$ cat src/sv/vlr_pkg.sv
// ----------------------------------------------------------------------------
// vlr_pkg
// shared widths, limits, types and the control/status bundles of the
// voxel line rasteriser
// ----------------------------------------------------------------------------
package vlr_pkg;

	localparam int COORD_W    = 26;
	localparam int DELTA_W    = COORD_W + 1;
	localparam int KIND_W     = 8;
	localparam int NUM_AXES   = 3;
	localparam int MAX_SPAN   = 63;
	localparam int RES_CAP    = 63;
	localparam int SPAN_LIMIT = (MAX_SPAN < RES_CAP) ? MAX_SPAN : RES_CAP;
	localparam int CNT_W      = $clog2(SPAN_LIMIT + 1);
	localparam int REM_W      = CNT_W + 1;
	localparam int TWOD_W     = REM_W + 1;
	localparam int SUM_W      = REM_W + 2;

	localparam int IN_BITS    = 2 * NUM_AXES * COORD_W + KIND_W;
	localparam int IN_DATA_W  = ((IN_BITS + 7) / 8) * 8;
	localparam int OUT_BITS   = NUM_AXES * COORD_W + KIND_W;
	localparam int OUT_DATA_W = ((OUT_BITS + 7) / 8) * 8;
	localparam int OUT_PAD_W  = OUT_DATA_W - OUT_BITS;

	typedef logic signed [COORD_W-1:0] coord_t;
	typedef logic signed [DELTA_W-1:0] delta_t;
	typedef logic [COORD_W-1:0]        mag_t;
	typedef logic [KIND_W-1:0]         kind_t;
	typedef logic [CNT_W-1:0]          cnt_t;
	typedef logic [REM_W-1:0]          rem_t;
	typedef logic signed [TWOD_W-1:0]  twod_t;
	typedef logic signed [SUM_W-1:0]   sum_t;

	typedef enum logic [1:0] {
		AXIS_X,
		AXIS_Y,
		AXIS_Z
	} axis_t;

	typedef struct packed {
		logic load;
		logic diff;
		logic mag;
		logic pick;
		logic init;
		logic step;
		logic flag;
	} vlr_cmd_t;

	typedef struct packed {
		logic span_zero;
		logic span_long;
		logic last_step;
		logic out_free;
	} vlr_status_t;

endpackage

$ cat src/sv/vlr_datapath.sv
// ----------------------------------------------------------------------------
// vlr_datapath
// segment registers, delta and magnitude stages, dominant axis pick and the
// per-axis stepping with exact rounding remainders, plus the output register
// ----------------------------------------------------------------------------
module vlr_datapath
	import vlr_pkg::*;
(
	input  logic                  clk,
	input  logic                  arst_n,
	input  logic [IN_DATA_W-1:0]  in_data,
	input  vlr_cmd_t              cmd,
	output vlr_status_t           status,
	input  logic                  out_ready,
	output logic                  out_valid,
	output logic [OUT_DATA_W-1:0] out_data,
	output logic                  out_last,
	output logic                  out_user
);

	coord_t start_q [NUM_AXES];
	coord_t end_q   [NUM_AXES];
	kind_t  kind_q;
	delta_t delta_q [NUM_AXES];
	mag_t   mag_q   [NUM_AXES];
	logic   neg_q   [NUM_AXES];
	axis_t  major_q;
	cnt_t   span_q;
	cnt_t   cnt_q;
	rem_t   twospan_q;
	logic   zero_q;
	logic   long_q;
	logic   dir_q;
	coord_t pos_q   [NUM_AXES];
	twod_t  twod_q  [NUM_AXES];
	rem_t   rem_q   [NUM_AXES];

	coord_t pos_out_q [NUM_AXES];
	kind_t  kind_out_q;
	logic   last_q;
	logic   user_q;
	logic   valid_q;

	coord_t in_start [NUM_AXES];
	coord_t in_end   [NUM_AXES];
	delta_t mag_full [NUM_AXES];
	mag_t   span_full;
	coord_t nxt_pos  [NUM_AXES];
	rem_t   nxt_rem  [NUM_AXES];
	sum_t   acc      [NUM_AXES];
	sum_t   twospan_s;
	axis_t  major_pick;
	logic   gt10, gt20, gt21;

	always_comb begin
		for (int a = 0; a < NUM_AXES; a++) begin
			in_start[a] = in_data[a*COORD_W +: COORD_W];
			in_end[a]   = in_data[(a+NUM_AXES)*COORD_W +: COORD_W];
			mag_full[a] = delta_q[a][DELTA_W-1] ? -delta_q[a] : delta_q[a];
		end
	end

	always_comb begin
		gt10 = mag_q[1] > mag_q[0];
		gt20 = mag_q[2] > mag_q[0];
		gt21 = mag_q[2] > mag_q[1];
		if (gt10) begin
			major_pick = gt21 ? AXIS_Z : AXIS_Y;
		end else begin
			major_pick = gt20 ? AXIS_Z : AXIS_X;
		end
	end

	always_comb begin
		case (major_q)
			AXIS_X:  span_full = mag_q[0];
			AXIS_Y:  span_full = mag_q[1];
			AXIS_Z:  span_full = mag_q[2];
			default: span_full = mag_q[0];
		endcase
	end

	// rounding remainder stays in [0, 2*span); the minor step is at most one
	always_comb begin
		twospan_s = sum_t'({2'b00, twospan_q});
		for (int a = 0; a < NUM_AXES; a++) begin
			acc[a] = sum_t'({2'b00, rem_q[a]}) + sum_t'(twod_q[a]);
			if (major_q == axis_t'(a)) begin
				nxt_pos[a] = dir_q ? pos_q[a] - coord_t'(1) : pos_q[a] + coord_t'(1);
				nxt_rem[a] = rem_q[a];
			end else if (acc[a] >= twospan_s) begin
				nxt_pos[a] = pos_q[a] + coord_t'(1);
				nxt_rem[a] = rem_t'(acc[a] - twospan_s);
			end else if (acc[a] < 0) begin
				nxt_pos[a] = pos_q[a] - coord_t'(1);
				nxt_rem[a] = rem_t'(acc[a] + twospan_s);
			end else begin
				nxt_pos[a] = pos_q[a];
				nxt_rem[a] = rem_t'(acc[a]);
			end
		end
	end

	always_ff @(posedge clk) begin
		if (cmd.load) begin
			for (int a = 0; a < NUM_AXES; a++) begin
				start_q[a] <= in_start[a];
				end_q[a]   <= in_end[a];
			end
			kind_q <= in_data[2*NUM_AXES*COORD_W +: KIND_W];
		end
		if (cmd.diff) begin
			for (int a = 0; a < NUM_AXES; a++) begin
				delta_q[a] <= delta_t'(end_q[a]) - delta_t'(start_q[a]);
			end
		end
		if (cmd.mag) begin
			for (int a = 0; a < NUM_AXES; a++) begin
				neg_q[a] <= delta_q[a][DELTA_W-1];
				mag_q[a] <= mag_full[a][COORD_W-1:0];
			end
		end
		if (cmd.pick) begin
			major_q <= major_pick;
		end
		if (cmd.init) begin
			zero_q    <= span_full == '0;
			long_q    <= span_full > mag_t'(SPAN_LIMIT);
			span_q    <= span_full[CNT_W-1:0];
			twospan_q <= {span_full[CNT_W-1:0], 1'b0};
			cnt_q     <= '0;
			case (major_q)
				AXIS_X:  dir_q <= neg_q[0];
				AXIS_Y:  dir_q <= neg_q[1];
				AXIS_Z:  dir_q <= neg_q[2];
				default: dir_q <= neg_q[0];
			endcase
			for (int a = 0; a < NUM_AXES; a++) begin
				pos_q[a]  <= start_q[a];
				twod_q[a] <= {delta_q[a][REM_W-1:0], 1'b0};
				rem_q[a]  <= {1'b0, span_full[CNT_W-1:0]};
			end
		end
		if (cmd.step) begin
			cnt_q <= cnt_q + cnt_t'(1);
			for (int a = 0; a < NUM_AXES; a++) begin
				pos_q[a] <= nxt_pos[a];
				rem_q[a] <= nxt_rem[a];
			end
		end
	end

	// output register
	always_ff @(posedge clk) begin
		if (cmd.step) begin
			for (int a = 0; a < NUM_AXES; a++) begin
				pos_out_q[a] <= pos_q[a];
			end
			kind_out_q <= kind_q;
			last_q     <= cnt_q == span_q;
			user_q     <= 1'b0;
		end else if (cmd.flag) begin
			for (int a = 0; a < NUM_AXES; a++) begin
				pos_out_q[a] <= start_q[a];
			end
			kind_out_q <= kind_q;
			last_q     <= 1'b1;
			user_q     <= 1'b1;
		end
	end

	always_ff @(posedge clk or negedge arst_n) begin
		if (!arst_n) begin
			valid_q <= 1'b0;
		end else if (cmd.step || cmd.flag) begin
			valid_q <= 1'b1;
		end else if (out_ready) begin
			valid_q <= 1'b0;
		end
	end

	assign status.span_zero = zero_q;
	assign status.span_long = long_q;
	assign status.last_step = cnt_q == span_q;
	assign status.out_free  = !valid_q || out_ready;

	assign out_valid = valid_q;
	assign out_last  = last_q;
	assign out_user  = user_q;
	assign out_data  = {{OUT_PAD_W{1'b0}}, kind_out_q, pos_out_q[2], pos_out_q[1], pos_out_q[0]};

endmodule

$ cat src/sv/vlr_ctrl.sv
// ----------------------------------------------------------------------------
// vlr_ctrl
// sequencer for one segment: set-up steps, then one voxel per free output
// slot, or one flagged transfer for an over-long span, or none for zero span
// ----------------------------------------------------------------------------
module vlr_ctrl
	import vlr_pkg::*;
(
	input  logic        clk,
	input  logic        arst_n,
	input  logic        in_valid,
	output logic        in_ready,
	input  vlr_status_t status,
	output vlr_cmd_t    cmd
);

	typedef enum logic [2:0] {
		ST_IDLE,
		ST_DIFF,
		ST_MAG,
		ST_PICK,
		ST_INIT,
		ST_BRANCH,
		ST_FLAG,
		ST_RUN
	} state_t;

	state_t state_q;

	always_ff @(posedge clk or negedge arst_n) begin
		if (!arst_n) begin
			state_q <= ST_IDLE;
		end else begin
			case (state_q)
				ST_IDLE: begin
					if (in_valid) begin
						state_q <= ST_DIFF;
					end
				end
				ST_DIFF:  state_q <= ST_MAG;
				ST_MAG:   state_q <= ST_PICK;
				ST_PICK:  state_q <= ST_INIT;
				ST_INIT:  state_q <= ST_BRANCH;
				ST_BRANCH: begin
					if (status.span_zero) begin
						state_q <= ST_IDLE;
					end else if (status.span_long) begin
						state_q <= ST_FLAG;
					end else begin
						state_q <= ST_RUN;
					end
				end
				ST_FLAG: begin
					if (status.out_free) begin
						state_q <= ST_IDLE;
					end
				end
				ST_RUN: begin
					if (status.out_free && status.last_step) begin
						state_q <= ST_IDLE;
					end
				end
				default: state_q <= ST_IDLE;
			endcase
		end
	end

	assign in_ready = state_q == ST_IDLE;

	always_comb begin
		cmd      = '0;
		cmd.load = (state_q == ST_IDLE) && in_valid;
		cmd.diff = state_q == ST_DIFF;
		cmd.mag  = state_q == ST_MAG;
		cmd.pick = state_q == ST_PICK;
		cmd.init = state_q == ST_INIT;
		cmd.step = (state_q == ST_RUN) && status.out_free;
		cmd.flag = (state_q == ST_FLAG) && status.out_free;
	end

endmodule

$ cat src/sv/voxel_line_rasterizer_3d.sv
// ----------------------------------------------------------------------------
// voxel_line_rasterizer_3d
// walks a 3d segment and streams out every voxel on it
// ----------------------------------------------------------------------------
// A segment is taken in one transfer and passes five set-up steps (deltas,
// magnitudes, dominant axis pick, stepper load, branch), then the stepper puts
// one voxel per cycle into the output register while that register is free,
// span+1 voxels for a dominant span of up to 63. The minor axes use exact
// round-half-up stepping. Equal endpoints produce no transfer; a span above
// the limit produces one transfer at the start point with tuser set and tlast
// set. A new segment is accepted as soon as the last voxel of the previous
// one has entered the output register.
module voxel_line_rasterizer_3d
	import vlr_pkg::*;
(
	input  logic                  clk,
	input  logic                  arst_n,
	input  logic                  s_axis_tvalid,
	output logic                  s_axis_tready,
	// start_x, start_y, start_z, end_x, end_y, end_z, block_kind, zero pad
	input  logic [IN_DATA_W-1:0]  s_axis_tdata,
	output logic                  m_axis_tvalid,
	input  logic                  m_axis_tready,
	// pos_x, pos_y, pos_z, kind_out, zero pad
	output logic [OUT_DATA_W-1:0] m_axis_tdata,
	output logic                  m_axis_tlast,
	// too_long
	output logic                  m_axis_tuser
);

	vlr_cmd_t    cmd;
	vlr_status_t status;

	vlr_ctrl u_ctrl (
		.clk      (clk),
		.arst_n   (arst_n),
		.in_valid (s_axis_tvalid),
		.in_ready (s_axis_tready),
		.status   (status),
		.cmd      (cmd)
	);

	vlr_datapath u_datapath (
		.clk       (clk),
		.arst_n    (arst_n),
		.in_data   (s_axis_tdata),
		.cmd       (cmd),
		.status    (status),
		.out_ready (m_axis_tready),
		.out_valid (m_axis_tvalid),
		.out_data  (m_axis_tdata),
		.out_last  (m_axis_tlast),
		.out_user  (m_axis_tuser)
	);

endmodule

$ cat config.mk
export PLATFORM = sky130hd
export DESIGN_NAME = voxel_line_rasterizer_3d
export DESIGN_NICKNAME = d
export VERILOG_FILES = /design/src/sv/vlr_pkg.sv /design/src/sv/vlr_datapath.sv /design/src/sv/vlr_ctrl.sv /design/src/sv/voxel_line_rasterizer_3d.sv
export SDC_FILE = /design/constraint.sdc
export NUM_CORES = 1
export LEC_CHECK = 0
export ABC_AREA = 0
export BUFFER_PORTS_ARGS = -buffer_cell sky130_fd_sc_hd__buf_2
export CORE_MARGIN = 2
export CORE_UTILIZATION = 25
export CTS_BUF_LIST = sky130_fd_sc_hd__clkbuf_2
export DETAILED_ROUTE_END_ITERATION = 16
export PLACE_DENSITY = 0.44
export SYNTH_ARGS = -nofsm -noshare
export SYNTH_HDL_FRONTEND = slang
export SYNTH_SLANG_ARGS = --single-unit
export TNS_END_PERCENT = 10
$ cat constraint.sdc
create_clock -name clk -period 11.5 [get_ports clk]
set_input_delay 0.575 -clock clk [delete_from_list [all_inputs] [get_ports clk]]
set_output_delay 0.575 -clock clk [all_outputs]
set_load 0.02 [all_outputs]
Yosys cells after proc, flatten, opt, wreduce, memory -nomap -nowiden
Memories as Yosys holds them, arrays and structs flattened.
Index checks and enable logic that the tools add are counted.
{"block": "totals", "reg_bits": 39, "ramBits": 516, "output_inout_bits": 92, "wordCells": 154, "mem_count": 9}
{"block": "classes", "addsub": 22, "magnitude_cmp": 10, "n_eq_ne": 13, "n_mux": 65, "bitwise": 9, "reduce_logical": 14}
{"name": "u_datapath.delta_q", "depth": 3, "word_bits": 27, "rd": 3, "rd_ports_with_merged_regs": 0, "write_ports": 3, "line_no": "vlr_datapath.sv:24", "source": "delta_t delta_q [NUM_AXES];"}
{"name": "u_datapath.end_q", "depth": 3, "word_bits": 26, "rd": 3, "rd_ports_with_merged_regs": 0, "write_ports": 3, "line_no": "vlr_datapath.sv:22", "source": "coord_t end_q [NUM_AXES];"}
{"name": "u_datapath.mag_q", "depth": 3, "word_bits": 26, "rd": 3, "rd_ports_with_merged_regs": 0, "write_ports": 3, "line_no": "vlr_datapath.sv:25", "source": "mag_t mag_q [NUM_AXES];"}
{"name": "u_datapath.pos_out_q", "depth": 3, "word_bits": 26, "rd": 3, "rd_ports_with_merged_regs": 0, "write_ports": 3, "line_no": "vlr_datapath.sv:38", "source": "coord_t pos_out_q [NUM_AXES];"}
{"name": "u_datapath.pos_q", "depth": 3, "word_bits": 26, "rd": 3, "rd_ports_with_merged_regs": 0, "write_ports": 3, "line_no": "vlr_datapath.sv:34", "source": "coord_t pos_q [NUM_AXES];"}
{"name": "u_datapath.start_q", "depth": 3, "word_bits": 26, "rd": 3, "rd_ports_with_merged_regs": 0, "write_ports": 3, "line_no": "vlr_datapath.sv:21", "source": "coord_t start_q [NUM_AXES];"}
{"name": "3 more memories"}
{"cell": "2-to-1 mux 26 bit", "count": 21}
{"cell": "2-to-1 mux 7 bit", "count": 12}
{"cell": "subtractor 26 x 26 -> 27 bit", "count": 3}
{"cell": "adder 26 x 2 -> 26 bit, second input constant", "count": 3}
{"cell": "> comparator 26 bit", "count": 3}
{"cell": "negator 26 bit", "count": 3}
{"cell": "subtractor 26 x 2 -> 26 bit, second input constant", "count": 3}
{"cell": "one-hot mux 26 bit (2 select lines)", "count": 1}
{"cell": "adder 8 x 8 -> 9 bit", "count": 3}
{"cell": ">= comparator 9 x 8 -> 1 bit", "count": 3}
{"cell": "less-than comparator 9 x 1 -> 1 bit, second input constant", "count": 3}
{"cell": "> comparator 26 x 6 -> 1 bit, second input constant", "count": 1}
{"cell": "logical NOT 26 bit", "count": 1}
{"cell": "one-hot mux 3 bit (8 select lines)", "count": 1}
{"cell": "adder 7 bit", "count": 3}
{"cell": "subtractor 7 bit", "count": 3}
{"cell": "2-to-1 mux 1 bit", "count": 18}
{"cell": "2-to-1 mux 8 bit", "count": 2}
{"cell": "== test 3 bit, second input constant", "count": 4}
{"cell": "2-to-1 mux 3 bit", "count": 4}
{"cell": "2-to-1 mux 6 bit", "count": 2}
{"cell": "OR 1 bit", "count": 9}
{"cell": "adder 6 x 1 -> 6 bit, second input constant", "count": 1}
{"cell": "== test 3 x 2 -> 1 bit, second input constant", "count": 2}
{"cell": "other kinds (15)", "count": 24}

Logic depth before layout (Yosys ltp)
Gate-level depths: netlist of the first run.
{"block": "depth", "word_depth": 7, "mapped_depth": 17, "ltp_nobuf": 15}

Modules after synthesis
A second synthesis of the first run with hierarchy kept.
{"block": "unflattened", "hier_cells": 2776, "hier_area_um2": 31343.8}
{"mod": "vlr_datapath", "instances": 1, "cells_each": 2742, "area_per_inst_um2": 31091.1, "seq_area_each_um2": 16500.8}
{"mod": "vlr_ctrl", "instances": 1, "cells_each": 34, "area_per_inst_um2": 252.7, "seq_area_each_um2": 75.1}

Worst setup path after synthesis of the first run
No wires, ideal clock.
{"block": "synth_timing", "path_kind": "input to register", "start": "in m_axis_tready", "end": "mem u_datapath.pos_q[0][52] (netlist name) (enable)", "setup_ps": 387, "arrival_time_ps": 6616, "required_time_ps": 11113, "path_slack_ps": 4497, "path_stages": 7, "n_path_buf": 2, "path_cell_list": "nand2b_1 -> nor2b_1 -> nand2_1 -> clkbuf_1 -> clkbuf_1 -> nand2_1 -> o31a_1"}
{"item": "start, declared", "line_no": "voxel_line_rasterizer_3d.sv:23", "source": "input logic m_axis_tready,"}
{"item": "end, declared", "line_no": "vlr_datapath.sv:34"}

==> results.sh, run 1 <==
export IMPL_status="finished, final reports clean"
export IMPL_cp_slowest_cell="nor3_1"
export IMPL_synth_commonest_cells="548 x edfxtp_1, 220 x ha_1, 218 x inv_1"
export IMPL_synth_compound_area_share_pct=12.8
export IMPL_critPathKind="flop to flop"
export IMPL_root_buffer="clkbuf_2"
export IMPL_yosys_area_top_type="edfxtp_1"
export IMPL_synth_top_family_by_area="compound AO/OA/AOI/OAI gates"
export IMPL_drt_iter0_drc=1252
export IMPL_ys_seq_elements=553
export IMPL_drive_above_1_share_pct=17.2
export IMPL_worst_ep_required_time_ps=12640
export IMPL_place_congestion=0.834
export IMPL_rsz0062_at_grt="false"
export IMPL_worst_slew_pin_slew_ps=1100
export IMPL_cp_end_kind="flop"
export IMPL_relSlewSlack_pct=25.8
export IMPL_post_route_period_util_pct=41.2
export IMPL_synthSimpleGateAreaFrac_pct=10.9
export IMPL_cts_buffer_depth=3
export IMPL_synthMuxAreaShare_pct=2.93
export IMPL_setup_tns_ps=0
export IMPL_syn_avg_cell_area_um2=11.5
export IMPL_crit_path_cell_trace="ha_1 > fa_1 > a21o_1 > a21oi_1 > xnor2_1 > ha_1 > nor4b_1 > a31oi_1 > o21ai_0 > a211oi_1 > a221oi_4 > buf_4 > nor3_1 > a22oi_1 > xor2_1 > o21ai_0"
export IMPL_track_usage_pct=13.5
export IMPL_drt_met1_wl_um=37500
export IMPL_cp_max_fo=33
export IMPL_port_buffers=257
export IMPL_dp_hpwl_um=63400
export IMPL_place_ws_ps=6870
export IMPL_power_density_nw_per_um2=223
export IMPL_synth_ff_type="edfxtp_1"
export IMPL_hold_violations=0
export IMPL_cap_violations=0
export IMPL_antenna_found_initial=5
export IMPL_row_count=129
export IMPL_viasPerCell=4.51
export IMPL_power_leakage_nw=15.2
export IMPL_setup_viol=0
export IMPL_ys_warn_count=0
export IMPL_synth_fa_ha_area_share_pct=9.61
export IMPL_syn_to_final_growth_pct=25.5
export IMPL_first_pass_iters=5
export IMPL_async_flop_share_pct=0.723
export IMPL_cts_tree="built"
export IMPL_final_core_util_pct=31.6
export IMPL_grt_pass1_vias=23638
export IMPL_setup_ws_ps=6770
export IMPL_synthXorXnorAreaFrac_pct=6.86
export IMPL_period_minus_slack_ps=4730
export IMPL_top_layer_used="met5"
export IMPL_hold_class="primary input to flop"
export IMPL_io_pins=264
export IMPL_crit_arrival_ps=5870
export IMPL_syn_area_um2=31100
export IMPL_ff_latch_area_um2=16600
export IMPL_synth_edff_count=548
export IMPL_setup_worst_path_start_class="flop"
export IMPL_synth_top_cell_area_share_pct=52.8
export IMPL_seq_area_frac_synth_pct=53.2
export IMPL_wl_um=86400
export IMPL_fp_dieH_um=357
export IMPL_synth_area_top_cells="edfxtp_1 53%, ha_1 8.8%, xnor2_1 4.5%, o21ai_0 3.2%, mux2_2 2.7%"
export IMPL_multi_input_area_um2=13500
export IMPL_yosysMostFrequentCell="edfxtp_1"
export IMPL_ys_types=73
export IMPL_clkLatencyLatePin_ps=1470
export IMPL_initial_core_util_pct=25.2
export IMPL_fmax_mhz=211
export IMPL_ant_nets=0
export IMPL_path_clk_slew_ps=110
export IMPL_dieArea_um2=127000
export IMPL_maxSlewViolCount=0
export IMPL_fillers=12856
export IMPL_wl_per_cell_um=16.8
export IMPL_post_cts_buffers=0
export IMPL_design_core_area_um2=124000
export IMPL_grt_ovfl_total=0
export IMPL_fin_worst_skew_ps=86.6
export IMPL_h_tree_depth=4
export IMPL_numCtsBuffers=149
export IMPL_synthCells=2716
export IMPL_cts_sinks=553
export IMPL_cpPeakStageDelay_ps=590
export IMPL_vias=23212
export IMPL_nets=3807
export IMPL_dr_wl_met3_um=3250
export IMPL_die_w_um=357
export IMPL_wl_met2_um=43100
export IMPL_route_detailed_drc=0
export IMPL_vdd_drop_max_uv=114
export IMPL_grt_pass1_wl_um=134000
export IMPL_grt_start_max_net_pins=71
## sequential cells by signal (all words and copies together), names as in the netlist, 2 cells and up
register and cells:
u_datapath.kind_q 8, u_datapath.pos_q 78, u_datapath.pos_out_q 78, u_datapath.end_q 78, u_datapath.start_q 78, u_datapath.major_q 2
u_datapath.kind_out_q 8, u_datapath.delta_q 81, u_datapath.neg_q 3, u_datapath.twod_q 21, u_datapath.cnt_q 6, u_datapath.mag_q 78
u_datapath.rem_q 19, u_ctrl.state_q 3, u_datapath.span_q 6
## timing repair
| action | in CTS | in global routing |
|---|---|---|
| resized for setup | 0 | 0 |
| hold endpoints to repair | 287 | 0 |
| hold buffers | 335 | 0 |
## area by class of cell
cell class	instances	area share [%]
sequential	553	42.4
multi-input combinational	1869	34.5
timing repair buffer	612	12.3
tap	1637	5.24
clock buffer	205	2.62
inverter	218	2.09
clock inverter	48	0.778
antenna	10	0.0640
## layer usage
layer,track usage (%),up-vias
met5,0,-
met4,4.94,2
met3,2.82,172
met2,23.5,441
met1,16.5,11032
li1,-,11565
## final timing paths
path	from	slack, ps	end	cells after the start
min	s_axis_tvalid	280	u_datapath.end_q[0][74]$_DFFE_PP_	3
min reg2reg	u_datapath.kind_q[4]$_DFFE_PP_	410	u_datapath.kind_out_q[4]$_DFFE_PP_	0
max	u_datapath.twod_q[0][0]$_DFFE_PP_	6770	u_datapath.pos_q[0][23]$_DFFE_PP_	16
max in group asynchronous	arst_n	10670	u_ctrl.state_q[2]$_DFFE_PN0P_	4
min in group asynchronous	arst_n	620	u_datapath.out_valid$_DFFE_PN0P_	4
max reg2reg	u_datapath.twod_q[0][0]$_DFFE_PP_	6770	u_datapath.pos_q[0][23]$_DFFE_PP_	16
## where the power goes
group / internal (mW) / switching, mW / leakage [nW] / total, mW
Clock: 0.571 / 0.863 / 0.998 / 1.43
Sequential: 3.09 / 0.531 / 5.10 / 3.62
Combinational: 1.49 / 2.19 / 9.12 / 3.68
## worst max-delay path, delay by kind of cell (launching register included)
| family | cells | cell delay (ps) |
|---|---|---|
| compound gates | 8 | 1580 |
| xor+xnor | 2 | 400 |
| fa+ha+maj | 3 | 1050 |
| buf+inv | 1 | 300 |
| flops | 1 | 370 |
| simple gates | 2 | 680 |
## stage by stage
step	std cells	hold slack, ps	cell area (um2)	power (mW)
global route	5151	113	39100	9.47
detailed placement	4554	406	34400	7.28
finish	5152	279	39100	8.74
CTS	5142	69.5	39100	8.88
global placement	4554	401	34400	7.29
floorplan	2717	279	31100	6.20
## cell families after synthesis
group / Yosys count
AND/OR/NAND/NOR: 671
AO/OA/AOI/OAI: 638
flip-flops: 553
buffers and inverters: 295
XOR/XNOR: 244
adder cells (fa/ha/maj): 232
multiplexers: 82
other: 1
## layout by cell type, fill, tap and decap left out, types with 13 or more instances in the layout
master and instances:
clkinv_1 31, nand4_1 38, o21a_1 29, or3_1 25, xor2_1 83, nor4_1 39, a21oi_1 141, a31oi_1 35
nand2_1 188, inv_1 218, nor2_1 129, o21ai_0 201, o21bai_1 15, nor2b_1 26, clkbuf_2 205, a211oi_1 15
o41ai_1 13, o31ai_1 34, buf_4 20, or4_1 26, xnor2_1 161, dlygate4sd3_1 335, nand2b_1 34, nand3_1 43
ha_1 220, nor3_1 43, and3_1 19, and2_1 16, edfxtp_1 548, buf_2 257, a21o_1 64, mux2_2 74
Note: power is estimated with default switching activity, not from simulation.
==> run 2, diff against run 1 <==
==> constraint.sdc (replaced) <==
create_clock -name clk -period 4.5 [get_ports clk]
set_input_delay 0.225 -clock clk [delete_from_list [all_inputs] [get_ports clk]]
set_output_delay 0.225 -clock clk [all_outputs]
set_load 0.02 [all_outputs]
==> results.sh, run 2 (synthesis results as in run 1) <==
export IMPL_status="finished, final reports clean"
export IMPL_hold_violations=0
export IMPL_rsz0062_at_grt="false"
export IMPL_path_clk_slew_ps=110
export IMPL_cts_buffer_depth=3
export IMPL_fmax_mhz=237
export IMPL_cap_violations=0
export IMPL_r2r_setup_slack_ps=280
export IMPL_holdPathEnd="u_datapath.out_valid$_DFFE_PN0P_"
export IMPL_period_minus_slack_ps=4220
export IMPL_cp_end_kind="flop"
export IMPL_cts_tree="built"
export IMPL_worst_slew_pin_slew_ps=1020
export IMPL_wl_per_cell_um=16.8
export IMPL_dpl_instance_area_um2=34600
export IMPL_critPathKind="flop to flop"
export IMPL_design_core_area_um2=124000
export IMPL_layout_common_cells="548 x edfxtp_1, 501 x dlygate4sd3_1, 257 x buf_2, 220 x ha_1, 218 x inv_1"
export IMPL_row_count=129
export IMPL_relSlewSlack_pct=32.3
export IMPL_fin_total_pwr_mw=23.0
export IMPL_h_tree_depth=4
export IMPL_place_congestion=0.825
export IMPL_clkLatencyLatePin_ps=1450
export IMPL_fin_worst_skew_ps=109
export IMPL_cts_sinks=553
export IMPL_die_w_um=357
export IMPL_post_route_period_util_pct=93.7
export IMPL_crit_path_cell_trace="ha_1 > fa_1 > xor2_1 > ha_1 > a21o_1 > a21oi_1 > o21ai_0 > a211o_1 > o221a_4 > or4b_2 > o21a_1 > xor2_1 > o21ai_0"
export IMPL_rr_endpoint="u_datapath.pos_q[0][77]$_DFFE_PP_"
export IMPL_worst_ep_required_time_ps=5640
export IMPL_nets=3993
export IMPL_largest_reg_flops=81
export IMPL_initial_core_util_pct=25.2
export IMPL_mostFrequentLayoutCell="edfxtp_1"
export IMPL_cp_max_fo=8
export IMPL_ant_nets=0
export IMPL_cp_slowest_cell="or4b_2"
export IMPL_port_buffers=257
export IMPL_vias=23893
export IMPL_setup_worst_path_start_class="flop"
export IMPL_viasPerCell=4.47
export IMPL_grt_pass1_vias=24690
export IMPL_grt_start_max_net_pins=109
export IMPL_setup_viol=0
export IMPL_power_leakage_nw=16.1
export IMPL_track_usage_pct=14.0
export IMPL_io_pins=264
export IMPL_timing_rr_start="u_datapath.twod_q[0][14]$_DFFE_PP_"
export IMPL_crit_arrival_ps=5360
export IMPL_hold_class="primary input to flop"
export IMPL_maxSlewViolCount=0
export IMPL_hold_depth=5
export IMPL_drt_iter0_drc=1410
export IMPL_multi_input_area_um2=13600
export IMPL_ff_latch_area_um2=16600
export IMPL_fillers=12652
export IMPL_root_buffer="clkbuf_2"
export IMPL_wl_um=89600
export IMPL_vdd_drop_max_uv=266
export IMPL_crit_buf_inv=0
export IMPL_route_detailed_drc=0
export IMPL_grt_ovfl_total=0
export IMPL_drive_above_1_share_pct=17.3
export IMPL_dp_hpwl_um=63400
export IMPL_reg2reg_depth=13
export IMPL_antenna_found_initial=2
export IMPL_numCtsBuffers=153
export IMPL_power_density_nw_per_um2=559
export IMPL_first_pass_iters=5
export IMPL_dieArea_um2=127000
export IMPL_path_delay_family="compound AO/OA/AOI/OAI gates"
export IMPL_min_from="m_axis_tready"
export IMPL_grt_pass1_wl_um=139000
export IMPL_syn_to_final_growth_pct=32.0
export IMPL_hold_slack_ps=302
export IMPL_fp_dieH_um=357
export IMPL_regMostFlops="u_datapath.delta_q"
export IMPL_final_area_um2=41100
export IMPL_cpPeakStageDelay_ps=650
run 2: changes by cell type in the layout (fill, tap and decap cells not counted), sizes merged:
cell         change
dlygate4sd3    +166
buf             +16
clkbuf           +8
diode            -4
clkinvlp         -2
inv              +2
bufinv           +1
clkinv           +1
run 2: worst max-delay path by stage:
| stage | from | endpoint | slack, ps | cells past startpoint |
|---|---|---|---|---|
| global placement | u_datapath.twod_q[0][0]$_DFFE_PP_ | u_datapath.pos_q[0][16]$_DFFE_PP_ | 190 | 16 |
| global route | u_datapath.twod_q[0][14]$_DFFE_PP_ | u_datapath.pos_q[0][77]$_DFFE_PP_ | 5 | 15 |
| CTS | u_datapath.twod_q[0][0]$_DFFE_PP_ | u_datapath.pos_q[0][22]$_DFFE_PP_ | 100 | 16 |
| finish | u_datapath.twod_q[0][14]$_DFFE_PP_ | u_datapath.pos_q[0][77]$_DFFE_PP_ | 280 | 13 |
| detailed placement | u_datapath.twod_q[0][14]$_DFFE_PP_ | u_datapath.pos_q[0][77]$_DFFE_PP_ | 160 | 15 |
| floorplan | u_ctrl.state_q[2]$_DFFE_PN0P_ | u_datapath.delta_q[0][0]$_DFFE_PP_ | -2190 | 2 |
run 2: metrics by stage:
| step | instances | setup slack, ps | util, % | setup TNS [ps] |
|---|---|---|---|---|
| after floorplan | 2717 | -2190 | - | -343830 |
| after global placement | 4568 | 192 | 28.0 | 0 |
| after detailed placement | 4568 | 160 | 28.0 | 0 |
| after CTS | 5332 | 99.2 | 33.2 | 0 |
| after global routing | 5338 | 4.87 | 33.2 | 0 |
| final | 5340 | 283 | 33.3 | 0 |
run 2: what timing repair did:
action | CTS | global route
endpoints found under the setup margin | 0 | 56
endpoints found under the hold margin | 398 | 0
gates resized for setup | 0 | 13
hold buffers | 501 | 0
buffers inserted | 0 | 2
run 2: worst reg2reg max path, cell delays in order, from the launching register on:
cell and delay, ps:
edfxtp_1 380, ha_1 240, fa_1 400, xor2_1 300, ha_1 360, a21o_1 200, a21oi_1 230, o21ai_0 190
a211o_1 340, o221a_4 280, or4b_2 650, o21a_1 130, xor2_1 130, o21ai_0 90
run 2: cell type report:
class / count / share of cell area [%]
Antenna cell: 6 / 0.0365
Clock buffer: 213 / 2.59
Clock inverter: 50 / 0.825
Inverter: 218 / 1.99
Multi-Input combinational cell: 1869 / 33.0
Sequential cell: 553 / 40.3
Tap cell: 1637 / 4.98
Timing Repair Buffer: 794 / 16.3
run 2: report_power, final:
group | switching [mW] | leakage, nW | internal, mW
Combinational | 5.73 | 9.95 | 4.17
Clock | 2.26 | 1.06 | 1.57
Sequential | 1.37 | 5.10 | 7.90
run 2: routing by layer:
layer	global-route usage [%]	vias to the layer above	wire, um
met2	24.9	422	45800
met3	2.57	135	3070
met4	4.89	0	1990
met5	0	-	0
met1	16.9	11406	38800
li1	-	11930	-
==> run 3, diff against run 2 <==
--- a/config.mk
+++ b/config.mk
@@ -11,6 +11,7 @@
 export CORE_UTILIZATION = 25
 export CTS_BUF_LIST = sky130_fd_sc_hd__clkbuf_2
 export DETAILED_ROUTE_END_ITERATION = 16
+export GPL_TIMING_DRIVEN = 0
 export PLACE_DENSITY = 0.44
 export SYNTH_ARGS = -nofsm -noshare
 export SYNTH_HDL_FRONTEND = slang
==> results.sh, run 3 (synthesis results as in run 1) <==
export IMPL_wl_um=96300
export IMPL_vdd_drop_max_uv=228
export IMPL_fmax_mhz=230
export IMPL_vias=24695
export IMPL_dp_cells=4629
export IMPL_mostFrequentLayoutCell="edfxtp_1"
export IMPL_dpl_instance_area_um2=34800
export IMPL_grt_start_max_net_pins=59
export IMPL_row_count=129
export IMPL_h_tree_depth=4
export IMPL_dp_hpwl_um=69800
export IMPL_place_congestion=0.824
export IMPL_initial_core_util_pct=25.2
export IMPL_final_area_um2=41600
export IMPL_nets=4056
export IMPL_viasPerCell=4.58
export IMPL_crit_path_cell_trace="ha_1 > fa_1 > a21o_1 > a21oi_4 > xnor2_2 > ha_1 > nor4b_1 > a31oi_1 > o21ai_0 > a211oi_2 > a221oi_4 > buf_8 > clkbuf_4 > nand4_1 > o31ai_1 > xnor2_1 > o21ai_0"
export IMPL_status="finished, final reports clean"
export IMPL_numCtsBuffers=152
export IMPL_power_density_nw_per_um2=570
export IMPL_design_core_area_um2=124000
export IMPL_cts_buffer_depth=3
export IMPL_maxSlewViolCount=0
export IMPL_syn_to_final_growth_pct=33.6
export IMPL_setup_worst_path_start_class="flop"
export IMPL_track_usage_pct=15.1
export IMPL_cap_violations=0
export IMPL_grt_pass1_wl_um=147000
export IMPL_first_pass_iters=5
export IMPL_die_w_um=357
export IMPL_final_cells=5393
export IMPL_fin_worst_skew_ps=139
export IMPL_setup_viol=0
export IMPL_clkLatencyLatePin_ps=1430
export IMPL_regMostFlops="u_datapath.delta_q"
export IMPL_dieArea_um2=127000
export IMPL_worst_ep_required_time_ps=5560
export IMPL_worst_slew_pin_slew_ps=1220
export IMPL_setup_ws_ps=153
export IMPL_rsz0062_at_grt="true"
export IMPL_cpPeakStageDelay_ps=430
export IMPL_port_buffers=257
export IMPL_relSlewSlack_pct=18.5
export IMPL_route_detailed_drc=0
export IMPL_ant_nets=0
export IMPL_fp_dieH_um=357
export IMPL_cp_end_kind="flop"
export IMPL_path_clk_slew_ps=90
export IMPL_top_usage_layer="met2"
export IMPL_fillers=12633
export IMPL_crit_buf_inv=2
export IMPL_antenna_found_initial=5
export IMPL_post_route_period_util_pct=96.6
export IMPL_wl_per_cell_um=17.9
export IMPL_use_met1_pct=18.2
export IMPL_cts_tree="built"
export IMPL_drt_iter0_drc=1476
export IMPL_layout_common_cells="548 x edfxtp_1, 501 x dlygate4sd3_1, 257 x buf_2, 220 x ha_1, 218 x inv_1"
export IMPL_hold_class="flop to flop"
export IMPL_drive_above_1_share_pct=16.8
export IMPL_root_buffer="clkbuf_2"
export IMPL_critPathKind="flop to flop"
export IMPL_grt_pass1_vias=25552
export IMPL_crit_arrival_ps=5410
export IMPL_hold_violations=0
export IMPL_cts_sinks=553
export IMPL_final_core_util_pct=33.7
export IMPL_use_met2_pct=26.9
export IMPL_grt_ovfl_total=0
export IMPL_power_leakage_nw=16.2
export IMPL_path_delay_family="compound AO/OA/AOI/OAI gates"
export IMPL_cp_slowest_cell="a221oi_4"
export IMPL_period_minus_slack_ps=4350
export IMPL_use_met3_pct=3.01
export IMPL_largest_reg_flops=81
export IMPL_place_ws_ps=-1230
export IMPL_io_pins=264
export IMPL_cp_max_fo=10
-- run 3: changes by cell type in the layout (fill, tap and decap cells not counted), moves of 4 or more --
cell and change:
buf_16 +5, clkbuf_2 -24, clkinv_2 +4, buf_4 -18, buf_6 +8, bufinv_16 +5, clkbuf_1 +60, clkinv_1 +9
-- run 3: path summary, 6_finish.rpt --
| kind | start | endpoint | slack, ps | cells past startpoint |
|---|---|---|---|---|
| setup / recovery | u_datapath.twod_q[0][0]$_DFFE_PP_ | u_datapath.pos_q[0][22]$_DFFE_PP_ | 150 | 17 |
| hold / removal | u_datapath.kind_q[0]$_DFFE_PP_ | u_datapath.kind_out_q[0]$_DFFE_PP_ | 410 | 0 |
| setup reg to reg | u_datapath.twod_q[0][0]$_DFFE_PP_ | u_datapath.pos_q[0][22]$_DFFE_PP_ | 150 | 17 |
| hold reg to reg | u_datapath.kind_q[0]$_DFFE_PP_ | u_datapath.kind_out_q[0]$_DFFE_PP_ | 410 | 0 |
| max in group asynchronous | arst_n | u_ctrl.state_q[0]$_DFFE_PN0P_ | 3460 | 5 |
| min in group asynchronous | arst_n | u_ctrl.state_q[2]$_DFFE_PN0P_ | 830 | 5 |
-- run 3: timing repair --
item                       4_1_cts  5_1_grt
cloned                           0        0
resized for setup               29       25
setup endpoints to repair      179       89
buffers inserted                 3        3
hold endpoints to repair       426        0
pin swaps                        2        6
hold buffers                   501        0
-- run 3: report_power, final --
group	total, mW	switching (mW)	internal (mW)	leakage (nW)
registers	9.16	1.27	7.89	5.11
logic	10.6	6.17	4.40	10.1
clock network	4.02	2.28	1.74	1.04
-- run 3: routing by layer --
layer,share of wire [%],wire length [um],vias up
li1,-,-,12068
met1,42,40900,11914
met2,51,49400,552
met3,3.8,3630,161
met4,2.5,2450,0
met5,0,0,-
-- run 3: cell type report --
| type | instances | area (um2) | share of cell area [%] |
|---|---|---|---|
| repair buffers | 782 | 6700 | 16.1 |
| clock inverters | 68 | 558 | 1.34 |
| multi-input cells | 1869 | 13600 | 32.7 |
| plain buffers | 76 | 368 | 0.884 |
| flip-flops and latches | 553 | 16600 | 39.8 |
| clock buffers | 186 | 931 | 2.24 |
| diodes | 4 | 10.0 | 0.0240 |
| well taps | 1637 | 2050 | 4.92 |
| inverters | 218 | 818 | 1.97 |
-- run 3: through the flow --
stage                     TNS [ps]  total power, mW  hold slack [ps]
after global routing          -290             25.7              223
after floorplan            -343830             15.8            -70.6
after global placement    -1786770             18.7             63.0
after CTS                        0             23.9              145
final                            0             23.7              414
after detailed placement    -84530             19.2             62.5
